**src/sv/scrm_pkg.sv**
```systemverilog
package scrm_pkg;

  localparam int K_MAX    = 256;
  localparam int COLS_MAX = 64;
  localparam int NNZ_MAX  = 4096;

  localparam int KW    = $clog2(K_MAX);
  localparam int CW    = $clog2(COLS_MAX);
  localparam int NW    = $clog2(NNZ_MAX);
  localparam int FILLW = NW + 1;
  localparam int CNTW  = 7;
  localparam int ACCW  = 24;
  localparam int VALW  = 8;
  localparam int PRODW = 2 * VALW;

  localparam logic [CNTW-1:0]        ROW_CNT_MAX = 7'd127;
  localparam logic signed [ACCW-1:0] ACC_HI      = 24'sd4194304;
  localparam logic signed [ACCW-1:0] ACC_LO      = -24'sd4194304;

  localparam logic [1:0] FN_LOAD  = 2'd0;
  localparam logic [1:0] FN_AENT  = 2'd1;
  localparam logic [1:0] FN_END   = 2'd2;
  localparam logic [1:0] FN_CLEAR = 2'd3;

  localparam logic [1:0] ST_OK    = 2'd0;
  localparam logic [1:0] ST_FULL  = 2'd1;
  localparam logic [1:0] ST_ORDER = 2'd2;
  localparam logic [1:0] ST_RANGE = 2'd3;

  typedef struct packed {
    logic accept;
    logic walk_init;
    logic ent_rd;
    logic acc_rd;
    logic acc_wr;
    logic emit_rd;
    logic emit_out;
  } scrm_cmd_t;

  typedef struct packed {
    logic out_free;
    logic a_ok;
    logic walk_done;
    logic emit_last;
  } scrm_sts_t;

endpackage

```
**src/sv/scrm_ctrl.sv**
```systemverilog
module scrm_ctrl import scrm_pkg::*; (
  input  logic       clk,
  input  logic       rst,
  input  logic       in_valid,
  output logic       in_stall,
  input  logic [1:0] func,
  input  scrm_sts_t  sts,
  output scrm_cmd_t  cmd
);

  localparam logic [2:0] S_IDLE  = 3'd0;
  localparam logic [2:0] S_RROW  = 3'd1;
  localparam logic [2:0] S_WCHK  = 3'd2;
  localparam logic [2:0] S_WENT  = 3'd3;
  localparam logic [2:0] S_WMAC  = 3'd4;
  localparam logic [2:0] S_EMRD  = 3'd5;
  localparam logic [2:0] S_EMOUT = 3'd6;

  logic [2:0] state;
  logic [2:0] state_next;

  assign in_stall = !((state == S_IDLE) && sts.out_free);

  always_comb begin
    cmd        = '0;
    state_next = state;
    case (state)
      S_IDLE: begin
        if (in_valid && sts.out_free) begin
          cmd.accept = 1'b1;
          case (func)
            FN_END:  state_next = S_EMRD;
            FN_AENT: state_next = sts.a_ok ? S_RROW : S_IDLE;
            default: state_next = S_IDLE;
          endcase
        end
      end
      S_RROW: begin
        cmd.walk_init = 1'b1;
        state_next    = S_WCHK;
      end
      S_WCHK: begin
        if (sts.walk_done) begin
          state_next = S_IDLE;
        end else begin
          cmd.ent_rd = 1'b1;
          state_next = S_WENT;
        end
      end
      S_WENT: begin
        cmd.acc_rd = 1'b1;
        state_next = S_WMAC;
      end
      S_WMAC: begin
        cmd.acc_wr = 1'b1;
        state_next = S_WCHK;
      end
      S_EMRD: begin
        cmd.emit_rd = 1'b1;
        state_next  = S_EMOUT;
      end
      S_EMOUT: begin
        if (sts.out_free) begin
          cmd.emit_out = 1'b1;
          state_next   = sts.emit_last ? S_IDLE : S_EMRD;
        end
      end
      default: state_next = S_IDLE;
    endcase
  end

  always_ff @(posedge clk) begin
    if (rst) begin
      state <= S_IDLE;
    end else begin
      state <= state_next;
    end
  end

endmodule

```
**config.mk**
```make
export PLATFORM = sky130hd
export DESIGN_NAME = scrm_ctrl
export DESIGN_NICKNAME = d
export VERILOG_FILES = /design/src/sv/scrm_pkg.sv /design/src/sv/scrm_ctrl.sv
export SDC_FILE = /design/constraint.sdc
export NUM_CORES = 1
export LEC_CHECK = 0
export ABC_AREA = 0
export BUFFER_PORTS_ARGS = -buffer_cell sky130_fd_sc_hd__buf_2
export CAP_MARGIN = 5
export CELL_PAD_IN_SITES_DETAIL_PLACEMENT = 1
export CELL_PAD_IN_SITES_GLOBAL_PLACEMENT = 1
export CORE_AREA = 8 8 45 47
export DETAILED_ROUTE_END_ITERATION = 12
export DIE_AREA = 0 0 53 55
export GPL_TIMING_DRIVEN = 0
export PLACE_DENSITY_LB_ADDON = 0.1
export SLEW_MARGIN = 0
export SYNTH_ARGS = -nofsm -noshare
export SYNTH_HDL_FRONTEND = slang
export SYNTH_SLANG_ARGS = --single-unit
```
**constraint.sdc**
```tcl
create_clock -name clk -period 3.2 [get_ports clk]
set_input_delay 0.32 -clock clk [delete_from_list [all_inputs] [get_ports clk]]
set_output_delay 0.32 -clock clk [all_outputs]
set_load 0.005 [all_outputs]
```
; ---- Word level (Yosys, flattened, before mapping)
; Index checks and enable logic that the tools add are counted.
[word_totals]
reg_bits = 3
input_bits = 9
output_inout_bits = 8
wordCells = 34
[op_classes]
n_eq_ne = 10
mux = 17
n_reduce_logical = 6
[ops]
columns = op, n
row1 = one-hot mux 3 bit (6 select lines), 1
row2 = 2-to-1 mux 1 bit, 11
row3 = equality test 3 bit (second input constant), 3
row4 = 2-to-1 mux 3 bit, 3
row5 = equality test 3 x 2 -> 1 bit (second input constant), 2
row6 = one-hot mux 3 bit (2 select lines), 1
row7 = equality test 3 x 1 -> 1 bit (second input constant), 1
row8 = zero test 3 bit, 1
row9 = equality test 2 x 1 -> 1 bit (second input constant), 1
row10 = equality test 2 bit (second input constant), 1
row11 = logical AND 1 bit, 2
row12 = 2-to-1 mux 2 bit, 1
row13 = inequality test 2 x 1 -> 1 bit (second input constant), 1
row14 = inequality test 2 bit (second input constant), 1
row15 = AND reduction 2 bit, 1
row16 = OR reduction 2 bit, 1
row17 = zero test 1 bit, 1

; ---- Depth between registers and ports, before layout
[depth]
depth_word = 4
depth_mapped = 5
mapped_depth_nobuf = 5

; ---- Worst setup path after synthesis
; No wires, ideal clock.
[synth_timing]
path_kind = input -> register
from = input port func[0]
to = register state[0]
arrival_ns = 1.261
slack_ns = 1.860
stages = 4
path_buffers = 0
cell_sequence = inv_1 > ha_1 > or4_1 > a211oi_2
[synth_between]
elab_chain_cells = 4
word_cells_on_any_way = 5
classes_between = eq/ne: 2 / mux: 3
[synth_lines]
columns = element, line_no
row1 = "start, declared", scrm_ctrl.sv:6  ; input logic [1:0] func,
row2 = equality test 2 x 1 -> 1 bit or equality test 2 bit (tied branches), scrm_ctrl.sv:31  ; case (func)
row3 = one-hot mux 3 bit (2 select lines) (*), scrm_ctrl.sv:31
row4 = 2-to-1 mux 3 bit (*), scrm_ctrl.sv:29  ; if (in_valid && sts.out_free) begin
row5 = one-hot mux 3 bit (6 select lines) (*), scrm_ctrl.sv:27  ; case (state)
row6 = "end signal, assigned", scrm_ctrl.sv:76  ; state <= state_next;
row7 = "end, declared", scrm_ctrl.sv:19  ; logic [2:0] state;
; Every way passes the cells marked *; elsewhere a longest branch is shown, timed or not. The select of a mux whose other input is x is not followed.
; A chain may end at the register's enable or synchronous reset.

==> run_results.csv <==
group,metric,value,unit
synthesis,yosysMostFrequentCell,"nand2_1",
power_and_ir_drop,ir_drop,0.146,mV
clocking,clk_pin_slew,0.03,ns
grt,grt_pass1_wl,1520,µm
critical_path,r2r_slack,1.92,ns
power_and_ir_drop,power.density,306,mW/mm²
grt,antenna_found_initial,0,
floorplanning,core,0.00138,mm²
clocking,cts-root-buf,"clkbuf_4",
synthesis,synthFlopType,"dfxtp_1",
synthesis,synth_area_leaders,"dfxtp_1 (18%), ha_1 (11%), nand2_1 (5.5%)",
drt,via_count,369,
synthesis,yosysTopAreaCell,"dfxtp_1",
clocking,cts-hold-fix-buffers,0,
drt,wl_per_cell,11.9,µm
synthesis,ys_ff_latch,3,
drt,viasPerCell,4.67,
clocking,cts_resized,0,
clocking,cts_buffers,3,
flow_run,maxCapViolCount,0,
critical_path,cp.required,2.88,ns
placement,dpl.hpwl,788,µm
drt,drt_iter0_markers,1,
synthesis,synth.distinct_cells,25,
layout,nets,76,
critical_path,slowest_stage,"dfxtp_1",
critical_path,path_cells,"buf_2 > nor2b_1 > and3_1 > buf_2",
layout,max_flop_register,"state",
synthesis,syn_avg_cell_area,7.91,µm²
clocking,cts_tree,"done",
outcome,status,"finished clean",
grt,grt_max_degree,11,
power_and_ir_drop,total_power,0.143,mW
floorplanning,initial_utilization,24.6,%
clocking,insertion_delay,0.23,ns
critical_path,worstPathArrival,1.38,ns
synthesis,synth_nets,55,
drt,totalWireLength,939,µm
critical_path,critPathKind,"reg2out",
placement,dpl-instance-area,440,µm²
timing,period_needed,1.70,ns
layout,syn_to_final_growth,37.1,%
grt,grt_usage,6.93,%
critical_path,start_kind,"flop",
timing,worst_pin_slew,0.361,ns
synthesis,yosysTopAreaCellShare,17.6,%
drt,drc,0,
synthesis,synth_edf_count,0,
floorplanning,io_pins,17,
critical_path,r2r_start,"state[1]",
floorplanning,dieArea,0.00292,mm²
power_and_ir_drop,p_leak,0.239,nW
layout,fillers,176,
critical_path,crit_path_start,"state[1]",
layout,largest_register_ffs,3,
grt,overflow,0,
layout,drive_above_1_share,39.7,%
timing,hold_viol_final,0,
clocking,cts_buffer_depth,2,
synthesis,yosysWarnings,0,
placement,port_buffers,16,
synthesis,syn-cell-area,340,µm²
floorplanning,fp-row-count,14,
synthesis,seq_area_frac_synth,17.6,%
synthesis,ys_async_sr_fraction,0,%
grt,grt_pass1_vias,386,
floorplanning,die_w,53,µm
timing,fin_worst_skew,0.000210,ns
critical_path,cp-end-kind,"output port",
timing,slew_violations,0,
timing,relSlewSlack,75.9,%
drt,dr.pass1.iters,4,
critical_path,cpPeakStageDelay,0.40,ns
timing,finalSetupTns,0,ns
timing,setup_viol,0,
clocking,cts_max_level,1,
clocking,cts_setup_buffers,0,
hold_path,hold_path.class,"in2reg",
timing,rsz0062_at_grt,"no",
floorplanning,die-height,55,µm
clocking,clkSinkCount,3,
critical_path,critPathTopFamily,"simple AND/OR/NAND/NOR gates",
synthesis,synthCells,43,
layout,insertedDiodeCount,0,
layout,design_area,467,µm²
critical_path,path_max_fanout,10,
timing,period_share,53.2,%
timing,clock.fmax,587,MHz
layout,top_regs,"state x3",
critical_path,crit_buf_inv,2,
drt,final_antenna_net_count,0,
hold_path,hp-start,"rst",
critical_path,cpMostUsedCell,"buf_2",
placement,gp_congestion,0.732,
-- through the flow --
stage	cells	hold slack (ns)	util (%)	worst slack, ns
floorplan	43	0.389	-	1.86
global placement	75	0.537	31.8	1.69
detailed placement	75	0.536	31.8	1.70
CTS	79	0.292	33.7	1.48
global route	79	0.289	33.7	1.33
finish	79	0.297	33.7	1.50
-- logic make-up after synthesis --
group	synth area share (%)
compound gates	26.5
flops	17.6
buf+inv	9.19
simple gates	35.7
fa+ha+maj	11.0
-- cell type report --
type	count	area (µm²)	area share (%)
Buffer	3	20.0	4.29
Clock buffer	4	26.3	5.63
Inverter	3	11.3	2.41
Multi-Input combinational cell	34	249	53.4
Sequential cell	3	60.1	12.9
Tap cell	16	20.0	4.29
Timing Repair Buffer	16	80.1	17.2
-- metal layers --
metal	routed length, µm	part of all wire [%]	track usage, %	up-vias
li1	-	-	-	191
met1	373	40	7.11	164
met2	447	48	11.1	14
met3	118	13	2.94	0
met4	0	0	5.17	0
met5	0	0	0	-
-- power by group --
| group | internal, mW | total [mW] | switching (mW) |
|---|---|---|---|
| clock network | 0.0466 | 0.0644 | 0.0177 |
| logic | 0.0186 | 0.0367 | 0.0182 |
| registers | 0.0393 | 0.0416 | 0.00222 |
| total | 0.104 | 0.143 | 0.0381 |
-- placed cells by master (no fill, tap or decap) --
master     instances
buf_2             17
nand2_1            5
inv_1              3
nor2b_1            3
nor2_1             3
ha_1               3
clkbuf_4           3
dfxtp_1            3
clkbuf_1           2
and3_1             2
a21oi_1            2
o21ai_0            2
nand2b_1           2
buf_6              1
and3b_1            1
nor3b_1            1
and2_1             1
or4_1              1
a2111oi_2          1
a311o_1            1
a211oi_2           1
a31oi_1            1
or3b_1             1
or3b_2             1
a32o_1             1
o32ai_2            1
-- worst reg2reg max path, stage by stage, from the launching register on --
cell and delay [ns]:
dfxtp_1 0.40, buf_2 0.23, nor2b_1 0.25, nand2_1 0.09
o32ai_2 0.22
-- final timing paths --
path                    to  cells after the start
setup / recovery    cmd[0]                      4
hold / removal    state[1]                      2
setup reg to reg  state[2]                      4
hold reg to reg   state[1]                      2
No activity file was read; power rests on OpenSTA's default activity.
